<file path="config.mk">
export PLATFORM = sky130hd
export DESIGN_NAME = forecast_verification_time
export DESIGN_NICKNAME = d
export VERILOG_FILES = /design/src/fvt_pkg.sv /design/src/forecast_verification_time.sv
export SDC_FILE = /design/constraint.sdc
export NUM_CORES = 2
export LEC_CHECK = 0
export BUFFER_PORTS_ARGS = -buffer_cell sky130_fd_sc_hd__buf_4
export CORE_MARGIN = 1
export CORE_UTILIZATION = 38
export CTS_BUF_LIST = sky130_fd_sc_hd__clkbuf_16
export CTS_CLUSTER_DIAMETER = 40
export DETAILED_ROUTE_END_ITERATION = 6
export GPL_ROUTABILITY_DRIVEN = 0
export HOLD_SLACK_MARGIN = 0.12
export RECOVER_POWER = 25
export SLEW_MARGIN = 20
export SYNTH_ARGS = -nofsm -noshare
export SYNTH_HDL_FRONTEND = slang
export SYNTH_SLANG_ARGS = --single-unit
</file>
<file path="constraint.sdc">
create_clock -name clk_i -period 11.9 [get_ports clk_i]
set_input_delay 1.19 -clock clk_i [delete_from_list [all_inputs] [get_ports clk_i]]
set_output_delay 1.19 -clock clk_i [all_outputs]
set_load 0.01 [all_outputs]
</file>
<file path="src/fvt_pkg.sv">
`timescale 1ns / 1ps
// fvt_pkg: request/result types, unit codes, calendar tables and the control store
// for the forecast verification time sequencer. No dependencies.
package fvt_pkg;

  typedef struct packed {
    logic [13:0] base_year;
    logic [3:0]  base_month;
    logic [4:0]  base_day;
    logic [4:0]  base_hour;
    logic [7:0]  period_one;
    logic [7:0]  period_two;
    logic [7:0]  range_indicator;
    logic [7:0]  unit_code;
  } req_t;

  typedef struct packed {
    logic signed [23:0] year_out;
    logic [3:0]         month_out;
    logic [4:0]         day_out;
    logic [4:0]         hour_out;
    logic               unit_error;
  } res_t;

  // table 4 unit codes
  localparam logic [7:0] U_MINUTE  = 8'd0;
  localparam logic [7:0] U_HOUR    = 8'd1;
  localparam logic [7:0] U_DAY     = 8'd2;
  localparam logic [7:0] U_MONTH   = 8'd3;
  localparam logic [7:0] U_YEAR    = 8'd4;
  localparam logic [7:0] U_DECADE  = 8'd5;
  localparam logic [7:0] U_NORMAL  = 8'd6;
  localparam logic [7:0] U_CENTURY = 8'd7;
  localparam logic [7:0] U_HOURS3  = 8'd10;
  localparam logic [7:0] U_HOURS6  = 8'd11;
  localparam logic [7:0] U_HOURS12 = 8'd12;
  localparam logic [7:0] U_SECOND  = 8'd254;

  // time range indicator codes
  localparam logic [7:0] TR_P2_LO    = 8'd2;
  localparam logic [7:0] TR_P2_HI    = 8'd5;
  localparam logic [7:0] TR_NEG_A    = 8'd6;
  localparam logic [7:0] TR_NEG_B    = 8'd7;
  localparam logic [7:0] TR_COMBINED = 8'd10;

  localparam logic [3:0] MON_FEB    = 4'd2;
  localparam logic [3:0] MON_DEC    = 4'd12;
  localparam logic [8:0] LEAP_JDAY  = 9'd60;
  localparam logic [4:0] LEAP_MDAY  = 5'd29;
  localparam logic [8:0] YEAR_DAYS  = 9'd365;
  localparam logic [8:0] CYC_LAST   = 9'd399;

  // datapath widths
  localparam int OFF_W       = 21;
  localparam int NUM_W       = 21;
  localparam int QUO_W       = 16;
  localparam int RECIP_W     = 22;
  localparam int RECIP_SHIFT = 25;
  localparam int PROD_W      = NUM_W + RECIP_W;
  localparam int SCL_W       = OFF_W + 8;
  localparam int STEP_W      = 5;

  // biases that keep dividends non-negative, as whole multiples of the divisor
  localparam int MON_BIAS   = 264;
  localparam int MON_BIAS_Q = 22;
  localparam int HR_BIAS    = 3072;
  localparam int HR_BIAS_Q  = 128;
  localparam int YR_BIAS    = 400;

  typedef enum logic [1:0] {DV12, DV24, DV60, DV400} div_e;

  typedef enum logic [4:0] {
    OP_INIT, OP_YSCALE, OP_ERR, OP_LDM, OP_DIV, OP_MREM, OP_LDY, OP_YREM, OP_CLAMP,
    OP_ABS, OP_SETQ, OP_HSCALE, OP_LDH, OP_HREM, OP_JDAY, OP_WDN, OP_WUP, OP_MFIND,
    OP_DONE
  } op_e;

  typedef enum logic [1:0] {C_NEXT, C_JUMP, C_ENTRY, C_LOOP} cond_e;

  typedef struct packed {
    op_e               op;
    div_e              dv;
    cond_e             cond;
    logic [STEP_W-1:0] tgt;
  } ctrl_t;

  // control store addresses
  localparam logic [STEP_W-1:0] ST_INIT   = 5'd0;
  localparam logic [STEP_W-1:0] ST_YSCALE = 5'd1;
  localparam logic [STEP_W-1:0] ST_ERR    = 5'd2;
  localparam logic [STEP_W-1:0] ST_MLOAD  = 5'd3;
  localparam logic [STEP_W-1:0] ST_MDIV   = 5'd4;
  localparam logic [STEP_W-1:0] ST_MREM   = 5'd5;
  localparam logic [STEP_W-1:0] ST_MYLOAD = 5'd6;
  localparam logic [STEP_W-1:0] ST_MYDIV  = 5'd7;
  localparam logic [STEP_W-1:0] ST_MYREM  = 5'd8;
  localparam logic [STEP_W-1:0] ST_MCLAMP = 5'd9;
  localparam logic [STEP_W-1:0] ST_SABS   = 5'd10;
  localparam logic [STEP_W-1:0] ST_SDIV   = 5'd11;
  localparam logic [STEP_W-1:0] ST_SSETQ  = 5'd12;
  localparam logic [STEP_W-1:0] ST_NABS   = 5'd13;
  localparam logic [STEP_W-1:0] ST_NDIV   = 5'd14;
  localparam logic [STEP_W-1:0] ST_NSETQ  = 5'd15;
  localparam logic [STEP_W-1:0] ST_HSCALE = 5'd16;
  localparam logic [STEP_W-1:0] ST_HLOAD  = 5'd17;
  localparam logic [STEP_W-1:0] ST_HDIV   = 5'd18;
  localparam logic [STEP_W-1:0] ST_HREM   = 5'd19;
  localparam logic [STEP_W-1:0] ST_DYLOAD = 5'd20;
  localparam logic [STEP_W-1:0] ST_DYDIV  = 5'd21;
  localparam logic [STEP_W-1:0] ST_DYREM  = 5'd22;
  localparam logic [STEP_W-1:0] ST_JDAY   = 5'd23;
  localparam logic [STEP_W-1:0] ST_WDN    = 5'd24;
  localparam logic [STEP_W-1:0] ST_WUP    = 5'd25;
  localparam logic [STEP_W-1:0] ST_MFIND  = 5'd26;
  localparam logic [STEP_W-1:0] ST_DONE   = 5'd27;

  function automatic ctrl_t cw(op_e op, div_e dv, cond_e cond, logic [STEP_W-1:0] tgt);
    ctrl_t c;
    c.op   = op;
    c.dv   = dv;
    c.cond = cond;
    c.tgt  = tgt;
    return c;
  endfunction

  function automatic ctrl_t ucode(logic [STEP_W-1:0] step);
    ctrl_t c;
    unique case (step)
      ST_INIT:   c = cw(OP_INIT,   DV12,  C_ENTRY, ST_DONE);
      ST_YSCALE: c = cw(OP_YSCALE, DV12,  C_JUMP,  ST_DONE);
      ST_ERR:    c = cw(OP_ERR,    DV12,  C_JUMP,  ST_DONE);
      ST_MLOAD:  c = cw(OP_LDM,    DV12,  C_NEXT,  ST_DONE);
      ST_MDIV:   c = cw(OP_DIV,    DV12,  C_NEXT,  ST_DONE);
      ST_MREM:   c = cw(OP_MREM,   DV12,  C_NEXT,  ST_DONE);
      ST_MYLOAD: c = cw(OP_LDY,    DV400, C_NEXT,  ST_DONE);
      ST_MYDIV:  c = cw(OP_DIV,    DV400, C_NEXT,  ST_DONE);
      ST_MYREM:  c = cw(OP_YREM,   DV400, C_NEXT,  ST_DONE);
      ST_MCLAMP: c = cw(OP_CLAMP,  DV12,  C_JUMP,  ST_DONE);
      ST_SABS:   c = cw(OP_ABS,    DV60,  C_NEXT,  ST_DONE);
      ST_SDIV:   c = cw(OP_DIV,    DV60,  C_NEXT,  ST_DONE);
      ST_SSETQ:  c = cw(OP_SETQ,   DV60,  C_NEXT,  ST_DONE);
      ST_NABS:   c = cw(OP_ABS,    DV60,  C_NEXT,  ST_DONE);
      ST_NDIV:   c = cw(OP_DIV,    DV60,  C_NEXT,  ST_DONE);
      ST_NSETQ:  c = cw(OP_SETQ,   DV60,  C_JUMP,  ST_HLOAD);
      ST_HSCALE: c = cw(OP_HSCALE, DV24,  C_NEXT,  ST_DONE);
      ST_HLOAD:  c = cw(OP_LDH,    DV24,  C_NEXT,  ST_DONE);
      ST_HDIV:   c = cw(OP_DIV,    DV24,  C_NEXT,  ST_DONE);
      ST_HREM:   c = cw(OP_HREM,   DV24,  C_NEXT,  ST_DONE);
      ST_DYLOAD: c = cw(OP_LDY,    DV400, C_NEXT,  ST_DONE);
      ST_DYDIV:  c = cw(OP_DIV,    DV400, C_NEXT,  ST_DONE);
      ST_DYREM:  c = cw(OP_YREM,   DV400, C_NEXT,  ST_DONE);
      ST_JDAY:   c = cw(OP_JDAY,   DV400, C_NEXT,  ST_DONE);
      ST_WDN:    c = cw(OP_WDN,    DV400, C_LOOP,  ST_WDN);
      ST_WUP:    c = cw(OP_WUP,    DV400, C_LOOP,  ST_WUP);
      ST_MFIND:  c = cw(OP_MFIND,  DV400, C_NEXT,  ST_DONE);
      default:   c = cw(OP_DONE,   DV12,  C_NEXT,  ST_DONE);
    endcase
    return c;
  endfunction

  // first step of each unit's routine
  function automatic logic [STEP_W-1:0] unit_entry(logic [7:0] unit, logic zero_off);
    logic [STEP_W-1:0] s;
    case (unit) inside
      U_YEAR, U_DECADE, U_NORMAL, U_CENTURY: s = ST_YSCALE;
      U_MONTH:                               s = ST_MLOAD;
      U_SECOND:                              s = ST_SABS;
      U_MINUTE:                              s = ST_NABS;
      U_HOURS3, U_HOURS6, U_HOURS12:         s = ST_HSCALE;
      U_HOUR:                                s = ST_HLOAD;
      U_DAY:                                 s = ST_DYLOAD;
      default:                               s = ST_ERR;
    endcase
    if (zero_off) s = ST_DONE;
    return s;
  endfunction

  function automatic logic [7:0] unit_scale(logic [7:0] unit);
    logic [7:0] k;
    case (unit)
      U_DECADE:  k = 8'd10;
      U_NORMAL:  k = 8'd30;
      U_CENTURY: k = 8'd100;
      U_HOURS3:  k = 8'd3;
      U_HOURS6:  k = 8'd6;
      U_HOURS12: k = 8'd12;
      default:   k = 8'd1;
    endcase
    return k;
  endfunction

  // reciprocals scaled by 2**RECIP_SHIFT, exact over each routine's dividend range
  function automatic logic [RECIP_W-1:0] recip(div_e dv);
    logic [RECIP_W-1:0] r;
    unique case (dv)
      DV12:    r = 22'd2796203;
      DV24:    r = 22'd1398102;
      DV60:    r = 22'd559241;
      DV400:   r = 22'd83887;
      default: r = 22'd2796203;
    endcase
    return r;
  endfunction

  function automatic logic [8:0] divisor(div_e dv);
    logic [8:0] d;
    unique case (dv)
      DV12:    d = 9'd12;
      DV24:    d = 9'd24;
      DV60:    d = 9'd60;
      DV400:   d = 9'd400;
      default: d = 9'd12;
    endcase
    return d;
  endfunction

  function automatic logic [8:0] cum_days(logic [3:0] idx);
    logic [8:0] c;
    case (idx)
      4'd0:    c = 9'd0;
      4'd1:    c = 9'd31;
      4'd2:    c = 9'd59;
      4'd3:    c = 9'd90;
      4'd4:    c = 9'd120;
      4'd5:    c = 9'd151;
      4'd6:    c = 9'd181;
      4'd7:    c = 9'd212;
      4'd8:    c = 9'd243;
      4'd9:    c = 9'd273;
      4'd10:   c = 9'd304;
      4'd11:   c = 9'd334;
      default: c = 9'd365;
    endcase
    return c;
  endfunction

  function automatic logic [4:0] month_len(logic [3:0] mon);
    logic [4:0] l;
    case (mon)
      4'd2:                    l = 5'd28;
      4'd4, 4'd6, 4'd9, 4'd11: l = 5'd30;
      default:                 l = 5'd31;
    endcase
    return l;
  endfunction

  // leap rule on the year's residue mod 400
  function automatic logic is_leap(logic [8:0] cyc);
    return (cyc[1:0] == 2'b00) && !(cyc == 9'd100 || cyc == 9'd200 || cyc == 9'd300);
  endfunction

  // last month whose first day lies on or before the day of year
  function automatic logic [3:0] month_search(logic [8:0] jd);
    logic [3:0] idx;
    idx = 4'd0;
    for (int k = 1; k < 12; k++) begin
      if (cum_days(4'(k)) < jd) idx = 4'(k);
    end
    return idx;
  endfunction

endpackage

</file>
<file path="src/forecast_verification_time.sv">
`timescale 1ns / 1ps
// forecast_verification_time: reference date plus a grib1 forecast offset.
// Zero offsets go straight to the result; for days, hours, minutes and seconds the run time
// grows with the years walked, since the year walk steps one year per cycle.
// One request at a time: busy is low again in the cycle done_o shows, and the result cannot be
// stalled. Reset clears the sequencer and the strobe; no clearing pass.
module forecast_verification_time (
  input  logic                clk_i,
  input  logic                rst_ni,
  input  logic                start,
  input  fvt_pkg::req_t       req_i,
  output logic                busy,
  output logic                done_o,
  output fvt_pkg::res_t       res_o
);

  localparam int OFF_W       = fvt_pkg::OFF_W;
  localparam int NUM_W       = fvt_pkg::NUM_W;
  localparam int QUO_W       = fvt_pkg::QUO_W;
  localparam int PROD_W      = fvt_pkg::PROD_W;
  localparam int SCL_W       = fvt_pkg::SCL_W;
  localparam int STEP_W      = fvt_pkg::STEP_W;
  localparam int RECIP_SHIFT = fvt_pkg::RECIP_SHIFT;

  fvt_pkg::req_t       req_q;
  fvt_pkg::res_t       res_q;
  logic [STEP_W-1:0]   pc_q;
  logic                busy_q;
  logic                done_q;

  logic signed [OFF_W-1:0] off_q;
  logic signed [23:0]      yr_q;
  logic [3:0]              mon_q;
  logic [4:0]              day_q;
  logic [4:0]              hr_q;
  logic                    err_q;
  logic [NUM_W-1:0]        num_q;
  logic [QUO_W-1:0]        quo_q;
  logic [8:0]              cyc_q;
  logic                    neg_q;

  fvt_pkg::ctrl_t          ctl;
  logic signed [OFF_W-1:0] off0;
  logic [3:0]              m_sat;
  logic signed [SCL_W-1:0] scaled;
  logic [PROD_W-1:0]       prod;
  logic [NUM_W-1:0]        rem_full;
  logic                    leap_c;
  logic                    leap_dec;
  logic [8:0]              ylen;
  logic [8:0]              ylen_dec;
  logic [8:0]              cyc_dec;
  logic [8:0]              cyc_inc;
  logic                    off_lt1;
  logic                    off_gt;
  logic                    loop_hit;
  logic [4:0]              clamp_len;
  logic [8:0]              jd_adj;
  logic [3:0]              m_idx;
  logic [STEP_W-1:0]       pc_d;

  assign ctl = fvt_pkg::ucode(pc_q);

  // signed offset from the period bytes
  always_comb begin
    case (req_q.range_indicator) inside
      fvt_pkg::TR_COMBINED:                   off0 = OFF_W'({req_q.period_one,
                                                             req_q.period_two});
      [fvt_pkg::TR_P2_LO:fvt_pkg::TR_P2_HI]:  off0 = OFF_W'(req_q.period_two);
      fvt_pkg::TR_NEG_A, fvt_pkg::TR_NEG_B:   off0 = -OFF_W'(req_q.period_one);
      default:                                off0 = OFF_W'(req_q.period_one);
    endcase
  end

  always_comb begin
    if (req_q.base_month == 4'd0) begin
      m_sat = 4'd1;
    end else if (req_q.base_month > fvt_pkg::MON_DEC) begin
      m_sat = fvt_pkg::MON_DEC;
    end else begin
      m_sat = req_q.base_month;
    end
  end

  assign scaled   = SCL_W'(off_q)
                    * SCL_W'($signed({1'b0, fvt_pkg::unit_scale(req_q.unit_code)}));
  assign prod     = PROD_W'(num_q) * PROD_W'(fvt_pkg::recip(ctl.dv));
  assign rem_full = num_q - NUM_W'(NUM_W'(quo_q) * NUM_W'(fvt_pkg::divisor(ctl.dv)));

  assign cyc_dec  = (cyc_q == 9'd0) ? fvt_pkg::CYC_LAST : cyc_q - 9'd1;
  assign cyc_inc  = (cyc_q == fvt_pkg::CYC_LAST) ? 9'd0 : cyc_q + 9'd1;
  assign leap_c   = fvt_pkg::is_leap(cyc_q);
  assign leap_dec = fvt_pkg::is_leap(cyc_dec);
  assign ylen     = fvt_pkg::YEAR_DAYS + 9'(leap_c);
  assign ylen_dec = fvt_pkg::YEAR_DAYS + 9'(leap_dec);

  assign off_lt1  = off_q[OFF_W-1] || (off_q == '0);
  assign off_gt   = !off_q[OFF_W-1] && ($unsigned(off_q) > OFF_W'(ylen));
  assign loop_hit = (ctl.op == fvt_pkg::OP_WDN) ? off_lt1 : off_gt;

  assign clamp_len = fvt_pkg::month_len(mon_q) + 5'(leap_c && (mon_q == fvt_pkg::MON_FEB));
  // after the leap day, fold the day of year back onto the common-year table
  assign jd_adj    = off_q[8:0] - 9'(leap_c && (off_q[8:0] > fvt_pkg::LEAP_JDAY));
  assign m_idx     = fvt_pkg::month_search(jd_adj);

  always_comb begin
    case (ctl.cond)
      fvt_pkg::C_JUMP:  pc_d = ctl.tgt;
      fvt_pkg::C_ENTRY: pc_d = fvt_pkg::unit_entry(req_q.unit_code, off0 == '0);
      fvt_pkg::C_LOOP:  pc_d = loop_hit ? ctl.tgt : pc_q + STEP_W'(1);
      default:          pc_d = pc_q + STEP_W'(1);
    endcase
  end

  // sequencer
  always_ff @(posedge clk_i or negedge rst_ni) begin
    if (!rst_ni) begin
      pc_q   <= fvt_pkg::ST_INIT;
      busy_q <= 1'b0;
      done_q <= 1'b0;
    end else begin
      done_q <= busy_q && (ctl.op == fvt_pkg::OP_DONE);
      if (!busy_q) begin
        if (start) begin
          busy_q <= 1'b1;
          pc_q   <= fvt_pkg::ST_INIT;
        end
      end else begin
        pc_q <= pc_d;
        if (ctl.op == fvt_pkg::OP_DONE) busy_q <= 1'b0;
      end
    end
  end

  // datapath
  always_ff @(posedge clk_i) begin
    if (start && !busy_q) req_q <= req_i;
    if (busy_q) begin
      case (ctl.op)
        fvt_pkg::OP_INIT: begin
          off_q <= off0;
          yr_q  <= 24'(req_q.base_year);
          mon_q <= req_q.base_month;
          day_q <= req_q.base_day;
          hr_q  <= req_q.base_hour;
          err_q <= 1'b0;
        end
        fvt_pkg::OP_YSCALE: yr_q <= yr_q + 24'(scaled);
        fvt_pkg::OP_HSCALE: off_q <= OFF_W'(scaled);
        fvt_pkg::OP_ERR:    err_q <= 1'b1;
        fvt_pkg::OP_LDM: begin
          num_q <= NUM_W'(off_q) + NUM_W'(m_sat) + NUM_W'(fvt_pkg::MON_BIAS - 1);
        end
        fvt_pkg::OP_DIV:    quo_q <= prod[RECIP_SHIFT +: QUO_W];
        fvt_pkg::OP_MREM: begin
          yr_q  <= yr_q + 24'(quo_q) - 24'(fvt_pkg::MON_BIAS_Q);
          mon_q <= 4'(rem_full) + 4'd1;
        end
        fvt_pkg::OP_LDY:    num_q <= NUM_W'(yr_q + 24'(fvt_pkg::YR_BIAS));
        fvt_pkg::OP_YREM:   cyc_q <= 9'(rem_full);
        fvt_pkg::OP_CLAMP: begin
          day_q <= (clamp_len < req_q.base_day) ? clamp_len : req_q.base_day;
        end
        fvt_pkg::OP_ABS: begin
          neg_q <= off_q[OFF_W-1];
          num_q <= NUM_W'(off_q[OFF_W-1] ? -off_q : off_q);
        end
        fvt_pkg::OP_SETQ:   off_q <= neg_q ? -OFF_W'(quo_q) : OFF_W'(quo_q);
        fvt_pkg::OP_LDH: begin
          num_q <= NUM_W'(off_q) + NUM_W'(req_q.base_hour) + NUM_W'(fvt_pkg::HR_BIAS);
        end
        fvt_pkg::OP_HREM: begin
          hr_q  <= 5'(rem_full);
          off_q <= OFF_W'(quo_q) - OFF_W'(fvt_pkg::HR_BIAS_Q);
        end
        fvt_pkg::OP_JDAY: begin
          off_q <= off_q + OFF_W'(req_q.base_day) + OFF_W'(fvt_pkg::cum_days(m_sat - 4'd1))
                   + OFF_W'(leap_c && (m_sat > fvt_pkg::MON_FEB));
        end
        fvt_pkg::OP_WDN: begin
          if (off_lt1) begin
            yr_q  <= yr_q - 24'(1);
            cyc_q <= cyc_dec;
            off_q <= off_q + OFF_W'(ylen_dec);
          end
        end
        fvt_pkg::OP_WUP: begin
          if (off_gt) begin
            yr_q  <= yr_q + 24'(1);
            cyc_q <= cyc_inc;
            off_q <= off_q - OFF_W'(ylen);
          end
        end
        fvt_pkg::OP_MFIND: begin
          if (leap_c && (off_q[8:0] == fvt_pkg::LEAP_JDAY)) begin
            mon_q <= fvt_pkg::MON_FEB;
            day_q <= fvt_pkg::LEAP_MDAY;
          end else begin
            mon_q <= m_idx + 4'd1;
            day_q <= 5'(jd_adj - fvt_pkg::cum_days(m_idx));
          end
        end
        fvt_pkg::OP_DONE: begin
          res_q.year_out   <= yr_q;
          res_q.month_out  <= mon_q;
          res_q.day_out    <= day_q;
          res_q.hour_out   <= hr_q;
          res_q.unit_error <= err_q;
        end
        default: ;
      endcase
    end
  end

  assign busy   = busy_q;
  assign done_o = done_q;
  assign res_o  = res_q;

  // result strobe only once the sequencer has let go
  a_done_idle: assert property (@(posedge clk_i) disable iff (!rst_ni)
    done_o |-> !busy) else $error("result strobe while busy");

  a_start_busy: assert property (@(posedge clk_i) disable iff (!rst_ni)
    (start && !busy) |=> (busy && pc_q == fvt_pkg::ST_INIT)) else $error("request not taken");

  a_cyc_range: assert property (@(posedge clk_i) disable iff (!rst_ni)
    (busy_q && (pc_q == fvt_pkg::ST_WDN || pc_q == fvt_pkg::ST_WUP))
      |-> (cyc_q <= fvt_pkg::CYC_LAST)) else $error("year residue out of range");

  // the downward walk leaves a positive day of year
  a_walk_pos: assert property (@(posedge clk_i) disable iff (!rst_ni)
    (busy_q && pc_q == fvt_pkg::ST_WUP) |-> !off_lt1) else $error("day of year not positive");

  a_month_rng: assert property (@(posedge clk_i) disable iff (!rst_ni)
    (busy_q && pc_q == fvt_pkg::ST_MREM) |=> (mon_q >= 4'd1 && mon_q <= fvt_pkg::MON_DEC))
    else $error("month roll out of range");

endmodule
</file>
==> flow_summary.yaml <==
outcome:
  status: "finished, violations left"
  violations: "capacitance limit, slew limit"
cts:
  insertion_delay_ns: 0.58
  h-tree-depth: 2
  cts_tree: "built"
  ctsResizeCount: 0
  cts_sinks: 213
  clock_path_buffers: 3
  hold_buffers: 0
  cts_buffers: 41
  clk_pin_slew_ns: 0.06
  post_cts_buffers: 0
  root_buffer: "clkbuf_16"
synthesis:
  synth_fa_ha_area_share_pct: 39.52
  postSynthCellCount: 3833
  synth_top_family_by_area: "adder cells"
  synth_seq_area_share_pct: 18.07
  syn-cell-area_um2: 35190
  ys_async_sr_fraction_pct: 3.286
  ys_seq_elements: 213
  synth_simple_gate_area_share_pct: 13.75
  synth_xor_area_share_pct: 5.127
  synth.top_cell.area_share_pct: 26.22
  synthMuxAreaShare_pct: 0.3271
  synth_area_leader_cell: "fa_1"
  yosysUniqueCellTypes: 90
  synth_fp_nets: 4731
  synth.area.top_cells: "fa_1, edfxtp_1, ha_1, inv_1, xnor2_1"
  synth_edf_count: 206
  synth_compound_area_share_pct: 13.96
  yosys_warnings: 0
  synth_ff_type: "edfxtp_1"
  avgSynthCellArea_um2: 9.182
critical_path:
  end_kind: "flop"
  cpMostUsedCell: "fa_1"
  cp_slowest_cell: "ha_1"
  critPathKind: "flop to flop"
  crit_fanout: 33
  max_stage_delay_ns: 0.95
  cp-start-kind: "flop"
  critical_path_required_ns: 12.22
  crit_arrival_ns: 10.30
sta:
  tns_ns: 0
  rsz0062_at_grt: "false"
  setup_viol: 0
  drv_slew: 89
  period_share_pct: 83.89
  hold_violations: 0
  fmax_mhz: 100.2
  maxSlewHeadroom_pct: -148.5
  fin_skew_ns: 0.02859
  timing.final.crit_period_ns: 9.983
  tightestPinTransition_ns: 3.727
global_route:
  grt_pass1_wl_um: 167000
  grt_usage_pct: 23.04
  grt_antenna_before_repair: 0
  grt_overflow: 0
  grt_pass1_vias: 28560
  grt_max_degree: 61
layout:
  seq_area_um2: 6361
  final_nets: 4762
  drive_above_1_share_pct: 6.906
  nFillCells: 9018
  area_delta_synth_final_pct: 9.500
  n_antenna_cell: 0
  multi_input_area_um2: 25670
drt:
  totalWireLength_um: 106600
  postRouteAntennaNets: 0
  drc_errors: 0
  detail_route.wl_per_cell_um: 20.98
  vias: 27860
  drt_iter0_drc: 2302
  post_drt_via_cell_ratio: 5.483
  drtPass1Iterations: 7
floorplan:
  core_area_um2: 91660
  rows: 111
  dieArea_um2: 93840
  io_pins: 104
  die_y_um: 306.3
  die_x_um: 306.3
  start_util_pct: 38.39
job:
  maxCapViolCount: 2
worst_hold_path:
  hp-class: "flop to flop"
place:
  portBuffers: 103
  dp_hpwl_um: 87380
worst max-delay path, delay by kind of cell, from the launching register on:
| family | cells | cell delay (ns) |
|---|---|---|
| AO/OA/AOI/OAI | 8 | 1.91 |
| XOR/XNOR | 1 | 0.10 |
| adder cells (fa/ha/maj) | 10 | 5.15 |
| buffers and inverters | 6 | 1.35 |
| flip-flops | 1 | 0.63 |
| AND/OR/NAND/NOR | 3 | 0.56 |
registers in the layout, summed over array words and instances (netlist names):
| signal | cells |
|---|---|
| req_q | 60 |
| mon_q | 4 |
| quo_q | 16 |
| res_o | 39 |
| hr_q | 5 |
| off_q | 21 |
| yr_q | 24 |
| done_o | 1 |
| cyc_q | 9 |
| neg_q | 1 |
| day_q | 5 |
| err_q | 1 |
| num_q | 21 |
| pc_q | 5 |
| busy | 1 |
cells by family (layout without fill, tap and decap cells):
family,after synthesis,after routing
AND/OR/NAND/NOR,973,973
buffers and inverters,856,918
adder cells (fa/ha/maj),835,835
AO/OA/AOI/OAI,738,738
flip-flops,213,213
XOR/XNOR,206,206
multiplexers,11,11
other,1,1
through the flow:
step / setup slack, ns / instances / cell area, um2 / hold WS, ns / utilization [%]
3_3_place_gp: 2.229 / 5007 / 37220 / 0.4092 / 40.60
5_1_grt: 1.417 / 5081 / 38540 / 0.4404 / 42.04
6_report: 1.917 / 5081 / 38540 / 0.4197 / 42.04
2_1_floorplan: 3.319 / 3833 / 35190 / 0.4003 / -
3_5_place_dp: 2.033 / 5007 / 37220 / 0.4066 / 40.60
4_1_cts: 2.025 / 5081 / 38550 / 0.4221 / 42.05
area by class of cell:
type                       count  share of cell area, %
clock buffer                  42                  2.727
inverter                     699                  6.808
sequential                   213                  16.51
tap                         1186                  3.851
timing repair buffer         145                  2.776
clock inverter                32                 0.7240
multi-input combinational   2764                  66.61
final timing paths:
kind / endpoint / cells past startpoint / slack (ns) / from
worst max-delay path: quo_q[7]$_DFFE_PP_ / 28 / 1.92 / pc_q[1]$_DFFE_PN0P_
worst min-delay path: res_o[10]$_DFFE_PP_ / 0 / 0.42 / day_q[4]$_DFFE_PP_
worst max register to register: quo_q[7]$_DFFE_PP_ / 28 / 1.92 / pc_q[1]$_DFFE_PN0P_
worst min register to register: res_o[10]$_DFFE_PP_ / 0 / 0.42 / day_q[4]$_DFFE_PP_
max in group asynchronous: pc_q[2]$_DFFE_PN0P_ / 1 / 10.85 / rst_ni
min in group asynchronous: pc_q[1]$_DFFE_PN0P_ / 1 / 0.62 / rst_ni
routing by layer:
metal	share of wire [%]	GRT usage [%]	up-vias
li1	-	-	12910
met1	40	29.22	13690
met2	48	39.36	1052
met3	6.8	3.290	211
met4	4.4	9.233	0
met5	0	0	-
cells in the mapped netlist (all sizes together), types with 19 or more instances:
| library cell | n |
|---|---|
| a211oi | 27 |
| a21o | 44 |
| a21oi | 182 |
| a221o | 33 |
| a22oi | 20 |
| a31oi | 27 |
| and2 | 114 |
| and3 | 21 |
| buf | 30 |
| clkbuf | 127 |
| edfxtp | 206 |
| fa | 461 |
| ha | 374 |
| inv | 693 |
| nand2 | 283 |
| nand2b | 49 |
| nand3 | 46 |
| nand4 | 19 |
| nor2 | 223 |
| nor2b | 48 |
| nor3 | 65 |
| nor4 | 30 |
| o21ai | 161 |
| o21bai | 20 |
| o221ai | 22 |
| o22ai | 28 |
| o31ai | 20 |
| xnor2 | 140 |
| xor2 | 66 |
cells in the final DEF (no fill, tap or decap), types with 81 or more instances in the layout:
| cell type | n |
|---|---|
| a21oi_1 | 177 |
| and2_1 | 113 |
| buf_4 | 81 |
| edfxtp_1 | 206 |
| fa_1 | 461 |
| ha_1 | 374 |
| inv_1 | 692 |
| nand2_1 | 283 |
| nor2_1 | 220 |
| o21ai_0 | 156 |
| xnor2_1 | 140 |
Power is left out: the tool's default activity adds up to more than one toggle a clock period on the data nets, which glitch-free logic cannot reach.
